--- src/hw/rtl/tda_pkg.sv ---
package tda_pkg;

  localparam logic [16:0] DAY_SEC     = 17'd86400;
  localparam logic [16:0] HOUR_SEC    = 17'd3600;
  localparam logic [5:0]  MIN_SEC     = 6'd60;
  localparam logic [4:0]  MAX_HOUR    = 5'd23;
  localparam logic [5:0]  MAX_MIN_SEC = 6'd59;
  localparam int          NUM_HOURS   = 24;

  // 86400 = 128 * 675: the low seven bits pass through, the rest is divided by 675.
  localparam int          DAY_LOW_BITS = 7;
  localparam logic [9:0]  DAY_ODD      = 10'd675;
  localparam logic [25:0] DAY_RECIP    = 26'd50903317;
  localparam int          DAY_SHIFT    = 35;

  // Minute of the hour: (rem / 4) / 15 through a reciprocal.
  localparam logic [10:0] MIN_RECIP = 11'd1093;
  localparam int          MIN_SHIFT = 14;

  typedef enum logic [2:0] {
    OP_ADD     = 3'd0,
    OP_SUB     = 3'd1,
    OP_DUR     = 3'd2,
    OP_TO_SEC  = 3'd3,
    OP_TO_TIME = 3'd4
  } tda_op_t;

  typedef struct packed {
    logic less;
    logic equal;
    logic greater;
  } tda_cmp_t;

  typedef struct packed {
    logic s1;
    logic s2;
    logic s3;
    logic s4;
    logic s5;
    logic s6;
  } tda_adv_t;

  function automatic logic [16:0] tda_day_raw(input logic [4:0] h, input logic [5:0] m,
                                              input logic [5:0] s);
    logic [16:0] acc;
    acc = 17'(h) * HOUR_SEC + 17'(m) * 17'(MIN_SEC) + 17'(s);
    return acc;
  endfunction

  function automatic logic tda_time_ok(input logic [4:0] h, input logic [5:0] m,
                                       input logic [5:0] s);
    return (h <= MAX_HOUR) && (m <= MAX_MIN_SEC) && (s <= MAX_MIN_SEC);
  endfunction

endpackage

--- src/hw/rtl/tda_prep.sv ---
module tda_prep (
  input  logic             clk,
  input  tda_pkg::tda_adv_t adv,
  input  logic [2:0]       op,
  input  logic [4:0]       hour_a,
  input  logic [5:0]       minute_a,
  input  logic [5:0]       second_a,
  input  logic [4:0]       hour_b,
  input  logic [5:0]       minute_b,
  input  logic [5:0]       second_b,
  input  logic [31:0]      count_seconds,
  output logic [2:0]       op_r,
  output tda_pkg::tda_cmp_t cmp_r,
  output logic             va_r,
  output logic             vb_r,
  output logic [16:0]      raw_a_r,
  output logic [16:0]      raw_b_r,
  output logic [24:0]      n_hi_r,
  output logic [6:0]       n_lo_r,
  output logic [15:0]      quot_r
);
  import tda_pkg::*;

  logic [16:0]   key_a;
  logic [16:0]   key_b;
  logic [50:0]   prod;
  tda_cmp_t      cmp_nxt;

  assign key_a = {hour_a, minute_a, second_a};
  assign key_b = {hour_b, minute_b, second_b};
  assign prod  = 51'(count_seconds[31:DAY_LOW_BITS]) * 51'(DAY_RECIP);

  always_comb begin
    cmp_nxt.less    = key_a < key_b;
    cmp_nxt.equal   = key_a == key_b;
    cmp_nxt.greater = key_a > key_b;
  end

  always_ff @(posedge clk) begin
    if (adv.s2) begin
      op_r    <= op;
      cmp_r   <= cmp_nxt;
      va_r    <= tda_time_ok(hour_a, minute_a, second_a);
      vb_r    <= tda_time_ok(hour_b, minute_b, second_b);
      raw_a_r <= tda_day_raw(hour_a, minute_a, second_a);
      raw_b_r <= tda_day_raw(hour_b, minute_b, second_b);
      n_hi_r  <= count_seconds[31:DAY_LOW_BITS];
      n_lo_r  <= count_seconds[DAY_LOW_BITS-1:0];
      quot_r  <= prod[DAY_SHIFT +: 16];
    end
  end

endmodule

--- src/hw/rtl/tda_reduce.sv ---
module tda_reduce (
  input  logic             clk,
  input  tda_pkg::tda_adv_t adv,
  input  logic [2:0]       op,
  input  tda_pkg::tda_cmp_t cmp,
  input  logic             va,
  input  logic             vb,
  input  logic [16:0]      raw_a,
  input  logic [16:0]      raw_b,
  input  logic [24:0]      n_hi,
  input  logic [6:0]       n_lo,
  input  logic [15:0]      quot,
  output logic [2:0]       op_r,
  output tda_pkg::tda_cmp_t cmp_r,
  output logic             va_r,
  output logic             vb_r,
  output logic [16:0]      sec_a_r,
  output logic [16:0]      sec_b_r,
  output logic [16:0]      n_mod_r
);
  import tda_pkg::*;

  logic [25:0] quot_prod;
  logic [9:0]  n_rem;

  assign quot_prod = 26'(quot) * 26'(DAY_ODD);
  assign n_rem     = 10'(26'(n_hi) - quot_prod);

  always_ff @(posedge clk) begin
    if (adv.s3) begin
      op_r    <= op;
      cmp_r   <= cmp;
      va_r    <= va;
      vb_r    <= vb;
      sec_a_r <= (raw_a >= DAY_SEC) ? raw_a - DAY_SEC : raw_a;
      sec_b_r <= (raw_b >= DAY_SEC) ? raw_b - DAY_SEC : raw_b;
      n_mod_r <= {n_rem, n_lo};
    end
  end

endmodule

--- src/hw/rtl/tda_select.sv ---
module tda_select (
  input  logic             clk,
  input  tda_pkg::tda_adv_t adv,
  input  logic [2:0]       op,
  input  tda_pkg::tda_cmp_t cmp,
  input  logic             va,
  input  logic             vb,
  input  logic [16:0]      sec_a,
  input  logic [16:0]      sec_b,
  input  logic [16:0]      n_mod,
  output tda_pkg::tda_cmp_t cmp_r,
  output logic             tv_r,
  output logic [16:0]      res_r
);
  import tda_pkg::*;

  logic [17:0] sum_an;
  logic [16:0] add_res;
  logic [16:0] sub_res;
  logic [16:0] dur_res;
  logic [16:0] res_nxt;
  logic        tv_nxt;

  assign sum_an  = 18'(sec_a) + 18'(n_mod);
  assign add_res = (sum_an >= 18'(DAY_SEC)) ? 17'(sum_an - 18'(DAY_SEC)) : 17'(sum_an);
  assign sub_res = (sec_a >= n_mod) ? sec_a - n_mod : 17'(18'(sec_a) + 18'(DAY_SEC)
                   - 18'(n_mod));
  assign dur_res = (sec_b >= sec_a) ? sec_b - sec_a : 17'(18'(sec_b) + 18'(DAY_SEC)
                   - 18'(sec_a));

  always_comb begin
    unique case (tda_op_t'(op))
      OP_ADD: begin
        res_nxt = add_res;
        tv_nxt  = va;
      end
      OP_SUB: begin
        res_nxt = sub_res;
        tv_nxt  = va;
      end
      OP_DUR: begin
        res_nxt = dur_res;
        tv_nxt  = va && vb;
      end
      OP_TO_SEC: begin
        res_nxt = sec_a;
        tv_nxt  = va;
      end
      OP_TO_TIME: begin
        res_nxt = n_mod;
        tv_nxt  = 1'b1;
      end
      default: begin
        res_nxt = '0;
        tv_nxt  = 1'b0;
      end
    endcase
  end

  always_ff @(posedge clk) begin
    if (adv.s4) begin
      cmp_r <= cmp;
      tv_r  <= tv_nxt;
      res_r <= res_nxt;
    end
  end

endmodule

--- src/hw/rtl/tda_split.sv ---
module tda_split (
  input  logic             clk,
  input  tda_pkg::tda_adv_t adv,
  input  tda_pkg::tda_cmp_t cmp,
  input  logic             tv,
  input  logic [16:0]      res,
  output logic [4:0]       hour_r,
  output logic [5:0]       minute_r,
  output logic [5:0]       second_r,
  output logic [16:0]      seconds_r,
  output tda_pkg::tda_cmp_t cmp_r,
  output logic             tv_r
);
  import tda_pkg::*;

  logic [4:0]  hour_nxt;
  logic [16:0] base;
  logic [4:0]  hour5_r;
  logic [11:0] rem5_r;
  logic [16:0] secs5_r;
  tda_cmp_t    cmp5_r;
  logic        tv5_r;
  logic [20:0] min_prod;
  logic [5:0]  minute_nxt;
  logic [11:0] minute_sec;

  // The hour is found by comparing against every whole-hour boundary.
  always_comb begin
    hour_nxt = '0;
    base     = '0;
    for (int k = 1; k < NUM_HOURS; k++) begin
      if (res >= 17'(k * int'(HOUR_SEC))) begin
        hour_nxt = 5'(k);
        base     = 17'(k * int'(HOUR_SEC));
      end
    end
  end

  always_ff @(posedge clk) begin
    if (adv.s5) begin
      hour5_r <= hour_nxt;
      rem5_r  <= 12'(res - base);
      secs5_r <= res;
      cmp5_r  <= cmp;
      tv5_r   <= tv;
    end
  end

  assign min_prod   = 21'(rem5_r[11:2]) * 21'(MIN_RECIP);
  assign minute_nxt = min_prod[MIN_SHIFT +: 6];
  assign minute_sec = (12'(minute_nxt) << 6) - (12'(minute_nxt) << 2);

  always_ff @(posedge clk) begin
    if (adv.s6) begin
      hour_r    <= hour5_r;
      minute_r  <= minute_nxt;
      second_r  <= 6'(rem5_r - minute_sec);
      seconds_r <= secs5_r;
      cmp_r     <= cmp5_r;
      tv_r      <= tv5_r;
    end
  end

endmodule

--- src/hw/rtl/time_of_day_arithmetic_unit_top.sv ---
// Throughput: one transfer per cycle unless the output stalls, through a
// six-register pipeline whose longest step is the 25 by 26 bit reciprocal
// multiply that reduces the count.
// A stalled result holds its stage; earlier stages keep filling any bubbles.
// Reset clears the stage valid bits only; the data registers are not reset.
module time_of_day_arithmetic_unit_top (
  input  logic        clk,
  input  logic        rst_n,
  input  logic        in_tvalid,
  output logic        in_tready,
  // operation, hour_a, minute_a, second_a, hour_b, minute_b, second_b, count_seconds
  input  logic [71:0] in_tdata,
  output logic        out_tvalid,
  input  logic        out_tready,
  // hour_out, minute_out, second_out, seconds_out, a_less, a_equal, a_greater
  output logic [39:0] out_tdata,
  // times_valid
  output logic        out_tuser
);
  import tda_pkg::*;

  tda_adv_t    adv;
  logic [6:1]  vld_r;
  logic [6:1]  vld_nxt;

  logic [2:0]  op1_r;
  logic [4:0]  hour_a1_r;
  logic [5:0]  minute_a1_r;
  logic [5:0]  second_a1_r;
  logic [4:0]  hour_b1_r;
  logic [5:0]  minute_b1_r;
  logic [5:0]  second_b1_r;
  logic [31:0] count1_r;

  logic [2:0]  op2;
  tda_cmp_t    cmp2;
  logic        va2;
  logic        vb2;
  logic [16:0] raw_a2;
  logic [16:0] raw_b2;
  logic [24:0] n_hi2;
  logic [6:0]  n_lo2;
  logic [15:0] quot2;

  logic [2:0]  op3;
  tda_cmp_t    cmp3;
  logic        va3;
  logic        vb3;
  logic [16:0] sec_a3;
  logic [16:0] sec_b3;
  logic [16:0] n_mod3;

  tda_cmp_t    cmp4;
  logic        tv4;
  logic [16:0] res4;

  logic [4:0]  hour6;
  logic [5:0]  minute6;
  logic [5:0]  second6;
  logic [16:0] seconds6;
  tda_cmp_t    cmp6;
  logic        tv6;

  always_comb begin
    adv.s6 = !vld_r[6] || out_tready;
    adv.s5 = !vld_r[5] || adv.s6;
    adv.s4 = !vld_r[4] || adv.s5;
    adv.s3 = !vld_r[3] || adv.s4;
    adv.s2 = !vld_r[2] || adv.s3;
    adv.s1 = !vld_r[1] || adv.s2;
  end

  assign in_tready = adv.s1;

  always_comb begin
    vld_nxt[1] = adv.s1 ? in_tvalid : vld_r[1];
    vld_nxt[2] = adv.s2 ? vld_r[1]  : vld_r[2];
    vld_nxt[3] = adv.s3 ? vld_r[2]  : vld_r[3];
    vld_nxt[4] = adv.s4 ? vld_r[3]  : vld_r[4];
    vld_nxt[5] = adv.s5 ? vld_r[4]  : vld_r[5];
    vld_nxt[6] = adv.s6 ? vld_r[5]  : vld_r[6];
  end

  always_ff @(posedge clk) begin
    if (!rst_n) begin
      vld_r <= '0;
    end else begin
      vld_r <= vld_nxt;
    end
  end

  always_ff @(posedge clk) begin
    if (adv.s1) begin
      op1_r       <= in_tdata[2:0];
      hour_a1_r   <= in_tdata[7:3];
      minute_a1_r <= in_tdata[13:8];
      second_a1_r <= in_tdata[19:14];
      hour_b1_r   <= in_tdata[24:20];
      minute_b1_r <= in_tdata[30:25];
      second_b1_r <= in_tdata[36:31];
      count1_r    <= in_tdata[68:37];
    end
  end

  tda_prep u_prep (
    .clk           (clk),
    .adv           (adv),
    .op            (op1_r),
    .hour_a        (hour_a1_r),
    .minute_a      (minute_a1_r),
    .second_a      (second_a1_r),
    .hour_b        (hour_b1_r),
    .minute_b      (minute_b1_r),
    .second_b      (second_b1_r),
    .count_seconds (count1_r),
    .op_r          (op2),
    .cmp_r         (cmp2),
    .va_r          (va2),
    .vb_r          (vb2),
    .raw_a_r       (raw_a2),
    .raw_b_r       (raw_b2),
    .n_hi_r        (n_hi2),
    .n_lo_r        (n_lo2),
    .quot_r        (quot2)
  );

  tda_reduce u_reduce (
    .clk     (clk),
    .adv     (adv),
    .op      (op2),
    .cmp     (cmp2),
    .va      (va2),
    .vb      (vb2),
    .raw_a   (raw_a2),
    .raw_b   (raw_b2),
    .n_hi    (n_hi2),
    .n_lo    (n_lo2),
    .quot    (quot2),
    .op_r    (op3),
    .cmp_r   (cmp3),
    .va_r    (va3),
    .vb_r    (vb3),
    .sec_a_r (sec_a3),
    .sec_b_r (sec_b3),
    .n_mod_r (n_mod3)
  );

  tda_select u_select (
    .clk   (clk),
    .adv   (adv),
    .op    (op3),
    .cmp   (cmp3),
    .va    (va3),
    .vb    (vb3),
    .sec_a (sec_a3),
    .sec_b (sec_b3),
    .n_mod (n_mod3),
    .cmp_r (cmp4),
    .tv_r  (tv4),
    .res_r (res4)
  );

  tda_split u_split (
    .clk       (clk),
    .adv       (adv),
    .cmp       (cmp4),
    .tv        (tv4),
    .res       (res4),
    .hour_r    (hour6),
    .minute_r  (minute6),
    .second_r  (second6),
    .seconds_r (seconds6),
    .cmp_r     (cmp6),
    .tv_r      (tv6)
  );

  assign out_tvalid = vld_r[6];
  assign out_tdata  = {3'b000, cmp6.greater, cmp6.equal, cmp6.less, seconds6, second6,
                       minute6, hour6};
  assign out_tuser  = tv6;

  a_hour_range: assert property (@(posedge clk) disable iff (!rst_n)
    out_tvalid |-> (out_tdata[4:0] <= MAX_HOUR))
    else $error("hour of a result is beyond the last hour of the day");

  a_split_matches: assert property (@(posedge clk) disable iff (!rst_n)
    out_tvalid |-> (17'(out_tdata[4:0]) * HOUR_SEC + 17'(out_tdata[10:5]) * 17'(MIN_SEC)
                    + 17'(out_tdata[16:11]) == out_tdata[33:17]))
    else $error("hour, minute and second disagree with the seconds count");

  a_cmp_onehot: assert property (@(posedge clk) disable iff (!rst_n)
    out_tvalid |-> $onehot(out_tdata[36:34]))
    else $error("comparison flags are not exactly one");

  a_ready_when_drained: assert property (@(posedge clk) disable iff (!rst_n)
    !out_tvalid |-> in_tready)
    else $error("input stalled although the result stage is empty");

endmodule
--- config.mk ---
export PLATFORM = sky130hd
export DESIGN_NAME = time_of_day_arithmetic_unit_top
export DESIGN_NICKNAME = d
export VERILOG_FILES = /design/src/hw/rtl/tda_pkg.sv /design/src/hw/rtl/tda_prep.sv /design/src/hw/rtl/tda_reduce.sv /design/src/hw/rtl/tda_select.sv /design/src/hw/rtl/tda_split.sv /design/src/hw/rtl/time_of_day_arithmetic_unit_top.sv
export SDC_FILE = /design/constraint.sdc
export NUM_CORES = 1
export LEC_CHECK = 0
export ABC_AREA = 1
export BUFFER_PORTS_ARGS = -buffer_cell sky130_fd_sc_hd__buf_2
export CELL_PAD_IN_SITES_DETAIL_PLACEMENT = 0
export CELL_PAD_IN_SITES_GLOBAL_PLACEMENT = 2
export CORE_MARGIN = 1
export CORE_UTILIZATION = 45
export CTS_BUF_LIST = sky130_fd_sc_hd__clkbuf_16
export DETAILED_ROUTE_END_ITERATION = 7
export HOLD_SLACK_MARGIN = 0.15
export PLACE_DENSITY = 0.85
export SETUP_SLACK_MARGIN = 0.3
export SLEW_MARGIN = 20
export SYNTH_ARGS = -nofsm -noshare
export SYNTH_HDL_FRONTEND = slang
export SYNTH_SLANG_ARGS = --single-unit
--- constraint.sdc ---
create_clock -name clk -period 12.6 [get_ports clk]
set_input_delay 0.63 -clock clk [delete_from_list [all_inputs] [get_ports clk]]
set_output_delay 0.63 -clock clk [all_outputs]
set_load 0.01 [all_outputs]
Word level (Yosys, flattened, before mapping):

Index checks and enable logic that the tools add are counted.

* flip-flop bits (word level): 306
* bits of input ports: 76
* output and inout port bits: 43
* logic and storage cells: 197

* add/sub/neg operators: 18
* multipliers: 7
* $lt $le $gt $ge: 36
* equal/unequal tests: 5
* mux-type cells: 52
* reduce and logical (&&, ||, !) cells: 22

Operator list (count)
* 2-to-1 mux 12 bit: 23
* greater-or-equal comparator 17 x 16 -> 1 bit, second input constant: 9
* greater-or-equal comparator 17 bit, second input constant: 7
* greater-or-equal comparator 17 x 15 -> 1 bit, second input constant: 5
* 2-to-1 mux 17 bit: 5
* one-hot mux 17 bit (5 select lines): 1
* 2-to-1 mux 5 bit: 14
* subtractor 17 bit: 4
* multiplier 25 x 26 -> 51 bit, second input constant: 1
* subtractor 17 bit, second input constant: 3
* adder 17 x 12 -> 17 bit: 2
* adder 17 bit, second input constant: 2
* adder 17 x 6 -> 17 bit: 2
* greater-or-equal comparator 17 x 14 -> 1 bit, second input constant: 2
* greater-or-equal comparator 17 bit: 2
* multiplier 5 x 8 -> 13 bit, second input constant: 2
* less-or-equal comparator 6 bit, second input constant: 4
* multiplier 10 x 11 -> 20 bit, second input constant: 1
* multiplier 6 x 4 -> 10 bit, second input constant: 2
* adder 17 x 17 -> 18 bit: 1
* greater-or-equal comparator 18 x 17 -> 1 bit, second input constant: 1
* == test 17 bit: 1
* greater-or-equal comparator 17 x 12 -> 1 bit, second input constant: 1
* greater-or-equal comparator 17 x 13 -> 1 bit, second input constant: 1
* 23 further kinds: 44

Logic depth before layout (Yosys ltp):

Gate-level depths: netlist (run 1).

* depth in word-level cells: 25
* gate-level depth with buffers: 39
* mapped depth without buffers: 38

Cells and area by module:

From an unflattened synthesis (run 1), not the netlist that was laid out.

* cell total of the unflattened synthesis: 4179
* area total of the unflattened synthesis: 35652.9 µm²

Modules (own cells, without submodules)
* tda_prep: instances 1, cells an instance 2139, area an instance 18062.3 µm², sequential area each 2702.6 µm²
* tda_select: instances 1, cells an instance 1127, area an instance 7058.0 µm², sequential area each 630.6 µm²
* tda_split: instances 1, cells an instance 440, area an instance 4455.5 µm², sequential area each 2102.0 µm²
* tda_reduce: instances 1, cells an instance 374, area an instance 3741.1 µm², sequential area each 1771.7 µm²
* time_of_day_arithmetic_unit_top: instances 1, cells an instance 99, area an instance 2336.0 µm², sequential area each 2192.1 µm²

Worst setup path before layout (run 1):

Ideal clock, no wire load.

* path type: input port to output port
* start: in out_tready
* end: out in_tready
* arrival: 5.884 ns
* required time: 11.970 ns
* slack: 6.086 ns
* stages: 10
* path buffers: 0
* path through: nor2_1 inv_1 nor2_1 inv_1 nor2_1 inv_1 nor2_1 inv_1 nor2_1 nand2_1

RTL lines
* start: declaration: RTL line time_of_day_arithmetic_unit_top.sv:14 `input logic out_tready,`
* end: declaration: RTL line time_of_day_arithmetic_unit_top.sv:10 `output logic in_tready,`

Worst setup path after layout (run 1):

* start: reg count1_r[12]
* end: reg u_prep.quot_r[9] (data pin)

* cells in the longest elaborated chain, start to end: 1

RTL lines
* start: declaration: RTL line time_of_day_arithmetic_unit_top.sv:33 `logic [31:0] count1_r;`
* start signal: assignment: RTL line time_of_day_arithmetic_unit_top.sv:101 `count1_r <= in_tdata[68:37];`
* multiplier 25 x 26 -> 51 bit: RTL line tda_prep.sv:31 `assign prod = 51'(count_seconds[31:DAY_LOW_BITS]) * 51'(DAY_RECIP);`
* via u_prep.prod[44]: RTL line tda_prep.sv:26 `logic [50:0] prod;`
* end signal: assignment: RTL line tda_prep.sv:49 `quot_r <= prod[DAY_SHIFT +: 16];`
* end: declaration: RTL line tda_prep.sv:20 `output logic [15:0] quot_r`

The timed path passes the listed nets, and every way through them passes these cells.
A chain may end at the register's enable or synchronous reset.

==> results of run 1 <==
==> routing by layer <==
metal / GRT usage / up-vias / part of all wire
met5: 0 / - / 0
met4: 0.0494 / 0 / 0.018
met3: 0.0290 / 77 / 0.046
met2: 0.378 / 455 / 0.48
met1: 0.301 / 10000 / 0.46
li1: - / 10400 / -
==> cell families (layout without fill, tap and decap cells) <==
family,count (synthesis),after routing,synth area share
simple gates,695,695,0.0979
other cells,1,3,0.000123
xor+xnor,168,168,0.0505
flops,294,294,0.287
fa+ha+maj,804,804,0.393
buf+inv,689,854,0.0861
compound gates,428,428,0.0849
==> state kept, by name, indices dropped and copies added (netlist names), 6 cells and up <==
name and cells:
count1_r 32, u_split.rem5_r 8, minute_b1_r 6, second_b1_r 6, second_a1_r 6, u_reduce.n_mod_r 17, u_prep.raw_b_r 17, vld_r 6
u_prep.n_hi_r 10, u_reduce.sec_a_r 17, u_select.res_r 17, u_prep.quot_r 10, u_reduce.sec_b_r 17, u_split.minute_r 6, u_split.secs5_r 17, minute_a1_r 6
u_split.seconds_r 17, u_prep.raw_a_r 17, u_prep.n_lo_r 7
==> worst paths after layout <==
kind,cells after the start,to,start,slack (ps)
hold / removal,1,count1_r[2]$_DFFE_PP_,in_tdata[39],240
setup / recovery,23,u_prep.quot_r[9]$_DFFE_PP_,count1_r[12]$_DFFE_PP_,5870
hold reg to reg,0,u_prep.n_lo_r[6]$_DFFE_PP_,count1_r[6]$_DFFE_PP_,400
setup reg to reg,23,u_prep.quot_r[9]$_DFFE_PP_,count1_r[12]$_DFFE_PP_,5870
==> stage by stage <==
stage | instances | setup WS [ps] | instance area, µm²
finish | 4119 | 5870 | 33400
global route | 4119 | 5430 | 33400
CTS | 4119 | 5790 | 33400
detailed placement | 4052 | 5830 | 32200
global placement | 4052 | 5730 | 32200
floorplan | 3081 | 6090 | 30600
==> Yosys cell counts (6+ instances only) <==
cell type / instances / share of area
xor2_1: 113 / 0.032
nor4_1: 12 / 0.0025
nand2_1: 361 / 0.044
edfxtp_1: 288 / 0.28
a31oi_1: 25 / 0.0051
o22ai_1: 9 / 0.0018
o21bai_1: 14 / 0.0034
nor3_1: 24 / 0.0039
dfxtp_1: 6 / 0.0039
a21boi_0: 6 / 0.0015
o31ai_1: 8 / 0.0020
inv_1: 653 / 0.080
o21ai_0: 94 / 0.015
a21oi_1: 180 / 0.029
clkbuf_1: 14 / 0.0017
o221ai_1: 6 / 0.0017
o211ai_1: 14 / 0.0034
nor2_1: 163 / 0.020
xnor2_1: 50 / 0.014
ha_1: 543 / 0.22
o311ai_0: 6 / 0.0017
inv_2: 8 / 0.00098
nand3_1: 72 / 0.012
nand4_1: 25 / 0.0051
o2111ai_1: 7 / 0.0020
a211oi_1: 10 / 0.0025
or2_2: 7 / 0.0014
fa_1: 261 / 0.17
nand3_2: 8 / 0.0026
nand2_2: 11 / 0.0023
a21o_1: 7 / 0.0017
==> area by class of cell <==
| cell class | instances | area, µm² | area share |
|---|---|---|---|
| repair buffers | 123 | 643 | 0.0192 |
| clock inverters | 28 | 297 | 0.00887 |
| clock buffers | 39 | 976 | 0.0292 |
| multi-input cells | 2098 | 19200 | 0.573 |
| well taps | 873 | 1090 | 0.0327 |
| flip-flops and latches | 294 | 8770 | 0.262 |
| inverters | 664 | 2490 | 0.0746 |
==> worst reg2reg max path: cells and delay by family, from the launching register on <==
family / cells / cell delay, ps
XOR/XNOR: 1 / 90
flip-flops: 1 / 860
buffers and inverters: 6 / 430
adder cells (fa/ha/maj): 8 / 3420
AO/OA/AOI/OAI: 5 / 1120
AND/OR/NAND/NOR: 3 / 570
==> impl_results.md, run 1 <==
- Crit path top cell by count: inv_1
- Starting Density: 0.455
- DRT Wirelength: 74.4 mm
- Die H: 263 µm
- H-tree depth: 2
- CP max stage delay: 860 ps
- Worst rel slew slack: 0.278
- Max-Cap Viols: 0
- GRT Residual Overflow: 0
- Resize count post-CTS: 0
- TNS Setup: 0 ps
- Most common cell after layout, fill and taps aside: inv_1
- Largest net degree at the start of global routing: 62
- Gpl congestion: 0.934
- Fin. max-slew vios: 0
- Synth Cell Area: 0.0305 mm²
- Endpoint class of the critical path: flip-flop
- Ys flop type: edfxtp_1
- Die width: 263 µm
- Final nets: 4099
- Total die area: 0.0689 mm²
- Critical path's top delay family: adder cells
- Post-synth EDFFs: 288
- Final hold slack: 236 ps
- Fin. Hold Viols: 0
- IO Pins: 119
- Sink Count: 294
- CORE AREA: 0.0672 mm²
- DRC viols: 0
- Critical path class: flip-flop to flip-flop
- Hold Path Class: input port to flip-flop
- CP cell instances: inv_1, ha_1, inv_1, fa_1, ha_1, inv_1, fa_1, inv_1, fa_1, inv_1, fa_1, inv_1, fa_1, ha_1, nand2_1, nor4_1, o21ai_0, nand2_1, a21oi_1, o21ai_0, a21oi_1, o21ai_0, xor2_1
- Max Clock Skew: 13.5 ps
- Worst slew pin tran: 1080 ps
- Fraction of registers with async set/reset: 0
- Area delta synth->final: 9.49%
- Row count: 95
- Port Buffers: 112
- Most frequent cells in the layout: inv_1, ha_1, nand2_1
- Startpoint Class: flip-flop
- Pre-antenna DRT Iters: 6
- CTS tree: done
- Final period util: 0.534
- Synth cell types: 65
- Vias in the first global route: 21900
- Final Util: 0.498
- CTS Root Cell: clkbuf_16
- CP Buf/Inv Count: 6
- Share of cells above drive strength 1: 0.0779
- DR vias/cell: 5.09
- Post-CTS Hold Buffers: 0
- CP max stage cell: edfxtp_1
- Post-CTS Repair Setup Buffers: 0
- Vias post-DR: 21000
- Initial DRC Count: 1303
- Seq cells post-synth: 294
- Cts bufs inserted: 38
- Fmax: 149 MHz
- Worst Path Required: 12900 ps
- Arrival time at the worst endpoint: 7030 ps
- First-pass GRT wire length: 120 mm
- Cell count after synthesis: 3079
- Unrepaired setup endpoints after global routing: no
- Critical path fanouts, max: 12
- Antenna violations before repair: 0
- Ant diodes: 0
- Wirelength per Cell: 18.1 µm
- Post-route minimum period: 6730 ps
- Setup violators final: 0
- Syn Area/Cell: 9.92 µm²
- # fillers: 6241
- HPWL after detailed placement: 61.6 mm
- Register area share after synthesis: 0.287
- GRT Total Usage: 0.222
- Clock transition at path regs: 60 ps
- Number of warnings issued by yosys: 0
- Outcome: finished, final reports clean
- DRT antenna net count: 0
- Clk Latency, worst-skew pair: 560 ps
- Clk buf depth: 3
Power of run 1 is left out: the tool's default activity adds up to more than one toggle a clock period on the data nets, which glitch-free logic cannot reach.
==> run 2: changes to the inputs <==
--- a/config.mk
+++ b/config.mk
@@ -10,11 +10,11 @@
 export CELL_PAD_IN_SITES_DETAIL_PLACEMENT = 0
 export CELL_PAD_IN_SITES_GLOBAL_PLACEMENT = 2
 export CORE_MARGIN = 1
-export CORE_UTILIZATION = 45
+export CORE_UTILIZATION = 38
 export CTS_BUF_LIST = sky130_fd_sc_hd__clkbuf_16
 export DETAILED_ROUTE_END_ITERATION = 7
 export HOLD_SLACK_MARGIN = 0.15
-export PLACE_DENSITY = 0.85
+export PLACE_DENSITY = 0.76
 export SETUP_SLACK_MARGIN = 0.3
 export SLEW_MARGIN = 20
 export SYNTH_ARGS = -nofsm -noshare
==> constraint.sdc (replaced) <==
create_clock -name clk -period 5.9 [get_ports clk]
set_input_delay 0.295 -clock clk [delete_from_list [all_inputs] [get_ports clk]]
set_output_delay 0.295 -clock clk [all_outputs]
set_load 0.01 [all_outputs]
==> impl_results.md, run 2 (synthesized netlist as in run 1, its figures left out) <==
- HPWL after detailed placement: 65.4 mm (was 61.6 mm)
- Fin. max-slew vios: 0 (unchanged)
- Startpoint Class: flip-flop (unchanged)
- Footprint of the multi-input gates: 0.0196 mm² (was 0.0192 mm²)
- Worst slew pin tran: 1090 ps (was 1080 ps)
- Fin worst setup slack: 132 ps (was 5870 ps)
- DRC viols: 0 (unchanged)
- Sink Count: 294 (unchanged)
- Worst rel slew slack: 0.269 (was 0.278)
- Arrival time at the worst endpoint: 6080 ps (was 7030 ps)
- Most flop-heavy register: count1_r (unchanged)
- Unrepaired setup endpoints after global routing: yes (was no)
- # fillers: 7545 (was 6241)
- Row count: 103 (was 95)
- Largest net degree at the start of global routing: 61 (was 62)
- Ant diodes: 0 (unchanged)
- GRT Total Usage: 0.195 (was 0.222)
- Gpl congestion: 0.933 (was 0.934)
- DRT antenna net count: 0 (unchanged)
- Max reg flops: 32 (unchanged)
- Dpl cell area: 0.0329 mm² (was 0.0322 mm²)
- Most common cell after layout, fill and taps aside: inv_1 (unchanged)
- Clk Latency, worst-skew pair: 590 ps (was 560 ps)
- Max-Cap Viols: 0 (unchanged)
- Most frequent cells in the layout: inv_1, ha_1, nand2_1 (unchanged)
- Initial DRC Count: 1239 (was 1303)
- Worst Path Required: 6210 ps (was 12900 ps)
- IO Pins: 119 (unchanged)
- Die width: 286 µm (was 263 µm)
- Pre-antenna DRT Iters: 6 (unchanged)
- FF+latch area: 0.00877 mm² (unchanged)
- Clk buf depth: 3 (unchanged)
- Hold Path Class: input port to flip-flop (unchanged)
- Final instance area: 0.0356 mm² (was 0.0334 mm²)
- Vias in the first global route: 22700 (was 21900)
- Outcome: finished, final reports clean (unchanged)
- Endpoint class of the critical path: flip-flop (unchanged)
- GRT Residual Overflow: 0 (unchanged)
- Critical path fanouts, max: 5 (was 12)
- Setup violators final: 0 (unchanged)
- Starting Density: 0.385 (was 0.455)
- Area delta synth->final: 16.6% (was 9.49%)
- Final nets: 4259 (was 4099)
- Fin. Hold Viols: 0 (unchanged)
- DR vias/cell: 4.87 (was 5.09)
- Final hold slack: 414 ps (was 236 ps)
- Vias post-DR: 21700 (was 21000)
- Post-route minimum period: 5770 ps (was 6730 ps)
- CTS Root Cell: clkbuf_16 (unchanged)
- Die H: 286 µm (was 263 µm)
- Fmax: 173 MHz (was 149 MHz)
- CTS tree: done (unchanged)
- H-tree depth: 2 (unchanged)
- First-pass GRT wire length: 125 mm (was 120 mm)
- Critical path class: flip-flop to flip-flop (unchanged)
- Post-Place Worst Slack: -88.1 ps (was 5830 ps)
- Cts bufs inserted: 38 (unchanged)
- Port Buffers: 112 (unchanged)
- Max Clock Skew: 32.6 ps (was 13.5 ps)
- Clock transition at path regs: 60 ps (about the same)
- Share of cells above drive strength 1: 0.122 (was 0.0779)
- CORE AREA: 0.0793 mm² (was 0.0672 mm²)
- Wirelength per Cell: 17.7 µm (was 18.1 µm)
- DRT Wirelength: 78.7 mm (was 74.4 mm)
- Final period util: 0.978 (was 0.534)
- Total die area: 0.0815 mm² (was 0.0689 mm²)
- Antenna violations before repair: 0 (unchanged)
-- run 2: cell types whose count changed in the layout (fill, tap and decap cells not counted), moves of 6 or more --
cell / before / now
a21oi_2: 5 / 20
inv_1: 653 / 642
nand2_2: 11 / 17
ha_1: 543 / 517
buf_6: 0 / 8
nand2_1: 360 / 354
inv_2: 10 / 18
dlygate4sd3_1: 0 / 72
o21ai_0: 94 / 84
ha_4: 0 / 21
o21ai_1: 5 / 13
a21oi_1: 180 / 162
buf_4: 11 / 91
-- run 2: worst paths after layout --
kind                                     from                     endpoint  slack (ps)  cells past startpoint
min                              in_tdata[27]     minute_b1_r[2]$_DFFE_PP_         410                      2
max                    count1_r[12]$_DFFE_PP_   u_prep.quot_r[7]$_DFFE_PP_         130                     23
min reg2reg  u_split.hour5_r[4]$_SDFFCE_PP1P_  u_split.hour_r[4]$_DFFE_PP_         420                      0
max reg2reg            count1_r[12]$_DFFE_PP_   u_prep.quot_r[7]$_DFFE_PP_         130                     23
-- run 2: routing by layer --
metal,vias up,GRT usage,share of wire
met5,-,0,0
met4,0,0.0497,0.024
met3,100,0.0285,0.041
met2,427,0.324,0.47
met1,10400,0.267,0.47
li1,10700,-,-
-- run 2: what timing repair did --
item / 4_1_cts / 5_1_grt
setup buffers: 20 / 6
gates resized for setup: 67 / 32
hold endpoints to repair: 75 / 0
endpoints found under the setup margin: 10 / 10
pin swaps: 61 / 34
cloned: 0 / 0
hold buffers: 72 / 0
-- run 2: area by class of cell --
| class | count | area share |
|---|---|---|
| repair buffers | 283 | 0.0577 |
| well taps | 1050 | 0.0369 |
| inverters | 664 | 0.0703 |
| clock buffers | 38 | 0.0267 |
| multi-input cells | 2098 | 0.551 |
| clock inverters | 30 | 0.0113 |
| flip-flops and latches | 294 | 0.246 |
-- run 2: per-stage QoR --
step,TNS (ps),instances,util
final,0,4457,0.449
after global routing,-74.1,4457,0.449
after CTS,0,4451,0.447
after detailed placement,-116,4291,0.415
after global placement,-8.05,4291,0.415
after floorplan,0,3081,-
-- run 2: critical path: stages (launching register included) --
cell      delay [ps]
edfxtp_1         540
fa_1             570
inv_1             50
fa_1             500
inv_2             50
ha_4             250
inv_2             30
fa_2             440
fa_1             500
inv_1             60
fa_2             530
fa_1             450
ha_4             300
nand2_2           60
nor4_2           250
o21ai_1          120
nand2_2          160
nand3_2           90
a21oi_2          140
o21ai_1           80
nand2_1          120
nand3_1           80
nand2_1           80
xor2_1            60
Power of run 2 is left out for the same reason.
==> run 3: changes to the inputs <==
--- a/config.mk
+++ b/config.mk
@@ -10,13 +10,14 @@
 export CELL_PAD_IN_SITES_DETAIL_PLACEMENT = 0
 export CELL_PAD_IN_SITES_GLOBAL_PLACEMENT = 2
 export CORE_MARGIN = 1
-export CORE_UTILIZATION = 38
+export CORE_UTILIZATION = 37
 export CTS_BUF_LIST = sky130_fd_sc_hd__clkbuf_16
 export DETAILED_ROUTE_END_ITERATION = 7
 export HOLD_SLACK_MARGIN = 0.15
-export PLACE_DENSITY = 0.76
+export PLACE_DENSITY = 0.78
 export SETUP_SLACK_MARGIN = 0.3
 export SLEW_MARGIN = 20
 export SYNTH_ARGS = -nofsm -noshare
 export SYNTH_HDL_FRONTEND = slang
+export SYNTH_HIERARCHICAL = 1
 export SYNTH_SLANG_ARGS = --single-unit
==> impl_results.md, run 3 <==
- Synth Cell Area: 0.0339 mm² (was 0.0305 mm²)
- Most flop-heavy register: count1_r (unchanged)
- Ant diodes: 0 (unchanged)
- H-tree depth: 2 (unchanged)
- Worst rel slew slack: 0.319 (was 0.269)
- Area delta synth->final: 15.0% (was 16.6%)
- Starting Density: 0.375 (was 0.385)
- Startpoint Class: flip-flop (unchanged)
- Largest net degree at the start of global routing: 61 (unchanged)
- DRT antenna net count: 0 (unchanged)
- Gpl congestion: 0.894 (was 0.933)
- TNS Setup: 0 ps (unchanged)
- CP Buf/Inv Count: 5 (was 4)
- Most common cell after layout, fill and taps aside: inv_1 (unchanged)
- Final Util: 0.431 (was 0.449)
- Arrival time at the worst endpoint: 5720 ps (was 6080 ps)
- Clock transition at path regs: 60 ps (about the same)
- Unrepaired setup endpoints after global routing: yes (unchanged)
- First-pass GRT wire length: 142 mm (was 125 mm)
- Setup violators final: 0 (unchanged)
- Number of warnings issued by yosys: 6 (was 0)
- Die width: 305 µm (was 286 µm)
- Clk buf depth: 3 (unchanged)
- Critical path class: flip-flop to flip-flop (unchanged)
- CP max stage delay: 630 ps (was 570 ps)
- Final nets: 5117 (was 4259)
- Vias in the first global route: 25500 (was 22700)
- Critical path fanouts, max: 5 (unchanged)
- Initial DRC Count: 1253 (was 1239)
- Die H: 305 µm (was 286 µm)
- Fin. Hold Viols: 0 (unchanged)
- CP max stage cell: fa_2 (was fa_1)
- Antenna violations before repair: 1 (was 0)
- HPWL after detailed placement: 75.8 mm (was 65.4 mm)
- Syn Area/Cell: 8.57 µm² (was 9.92 µm²)
- Most frequent cells in the layout: inv_1, nand2_1, ha_1 (was inv_1, ha_1, nand2_1)
- Post-route minimum period: 5390 ps (was 5770 ps)
- DRT Wirelength: 89.9 mm (was 78.7 mm)
- Cell count after synthesis: 3957 (was 3079)
- DR vias/cell: 4.63 (was 4.87)
- Sink Count: 294 (unchanged)
- GRT Residual Overflow: 0 (unchanged)
- Max Clock Skew: 17.9 ps (was 32.6 ps)
- Hold Path Class: flip-flop to flip-flop (was input port to flip-flop)
- CP cell instances: buf_6, buf_4, ha_4, ha_1, inv_1, fa_1, inv_1, fa_1, fa_2, fa_1, fa_2, ha_4, nand2_2, inv_1, nand2_1, nand3_1, a21oi_1, nor2_1, nor2_1, nand2_1, nand2_1, nand2_1 (was fa_1, inv_1, fa_1, inv_2, ha_4, inv_2, fa_2, fa_1, inv_1, fa_2, fa_1, ha_4, nand2_2, nor4_2, o21ai_1, nand2_2, nand3_2, a21oi_2, o21ai_1, nand2_1, nand3_1, nand2_1, xor2_1)
- Total die area: 0.0929 mm² (was 0.0815 mm²)
- Worst Path Required: 6230 ps (was 6210 ps)
- Crit path top cell by count: nand2_1 (was fa_1)
- Worst slew pin tran: 1020 ps (was 1090 ps)
- GRT Total Usage: 0.196 (was 0.195)
- Max-Cap Viols: 0 (unchanged)
- Cts bufs inserted: 38 (unchanged)
- Final period util: 0.913 (was 0.978)
- Port Buffers: 112 (unchanged)
- CORE AREA: 0.0904 mm² (was 0.0793 mm²)
- Vias post-DR: 25200 (was 21700)
- Wirelength per Cell: 16.5 µm (was 17.7 µm)
- Clk Latency, worst-skew pair: 580 ps (was 590 ps)
- CTS Root Cell: clkbuf_16 (unchanged)
- Max reg flops: 32 (unchanged)
- CTS tree: done (unchanged)
- IO Pins: 119 (unchanged)
- DRC viols: 0 (unchanged)
- Outcome: finished, final reports clean (unchanged)
- Pre-antenna DRT Iters: 5 (was 6)
- Critical path's top delay family: adder cells (unchanged)
- Share of cells above drive strength 1: 0.116 (was 0.122)
- Fin. max-slew vios: 0 (unchanged)
- Endpoint class of the critical path: flip-flop (unchanged)
- Fmax: 186 MHz (was 173 MHz)
- Row count: 110 (was 103)
## run 3: layer usage
layer | global-route usage | share of wire | vias to the layer above
li1 | - | - | 13100
met1 | 0.276 | 0.49 | 11700
met2 | 0.319 | 0.45 | 357
met3 | 0.0225 | 0.033 | 82
met4 | 0.0483 | 0.022 | 0
met5 | 0 | 0 | -
## run 3: worst register-to-register path, delay by kind of cell, from the launching register on
kind | cells | cell delay [ps]
AO/OA/AOI/OAI | 1 | 160
flip-flops | 1 | 430
AND/OR/NAND/NOR | 8 | 630
adder cells (fa/ha/maj) | 8 | 3410
buffers and inverters | 5 | 490
## run 3: layout make-up
cell class                 instances  area (µm²)
fill                            9098       51400
multi-input combinational       2671       22000
sequential                       294        8770
inverter                         965        3620
timing repair buffer             258        1880
tap                             1176        1470
clock buffer                      39         976
clock inverter                    29         283
## run 3: worst paths after layout
kind | from | end | slack (ps) | cells after the start
setup / recovery | count1_r[20]$_DFFE_PP_ | u_prep/quot_r[3]$_DFFE_PP_ | 510 | 22
hold / removal | u_split/secs5_r[16]$_DFFE_PP_ | u_split/seconds_r[16]$_DFFE_PP_ | 410 | 0
setup reg to reg | count1_r[20]$_DFFE_PP_ | u_prep/quot_r[3]$_DFFE_PP_ | 510 | 22
hold reg to reg | u_split/secs5_r[16]$_DFFE_PP_ | u_split/seconds_r[16]$_DFFE_PP_ | 410 | 0
## run 3: repair_timing
action	CTS	global route
pin swaps	0	71
hold buffers	71	0
endpoints found under the setup margin	10	10
hold endpoints to repair	75	0
gates cloned	0	0
resized for setup	16	151
setup buffers	10	18
## run 3: metrics by stage
step | hold WS [ps] | instances | area (µm²) | setup WS, ps
5_1_grt | 388 | 5432 | 39000 | 273
3_3_place_gp | 401 | 5265 | 36100 | 236
3_5_place_dp | 405 | 5265 | 36100 | 147
2_1_floorplan | 394 | 3959 | 33900 | 482
4_1_cts | 368 | 5414 | 38200 | 290
6_report | 414 | 5432 | 39000 | 511
Power of run 3 is left out for the same reason.
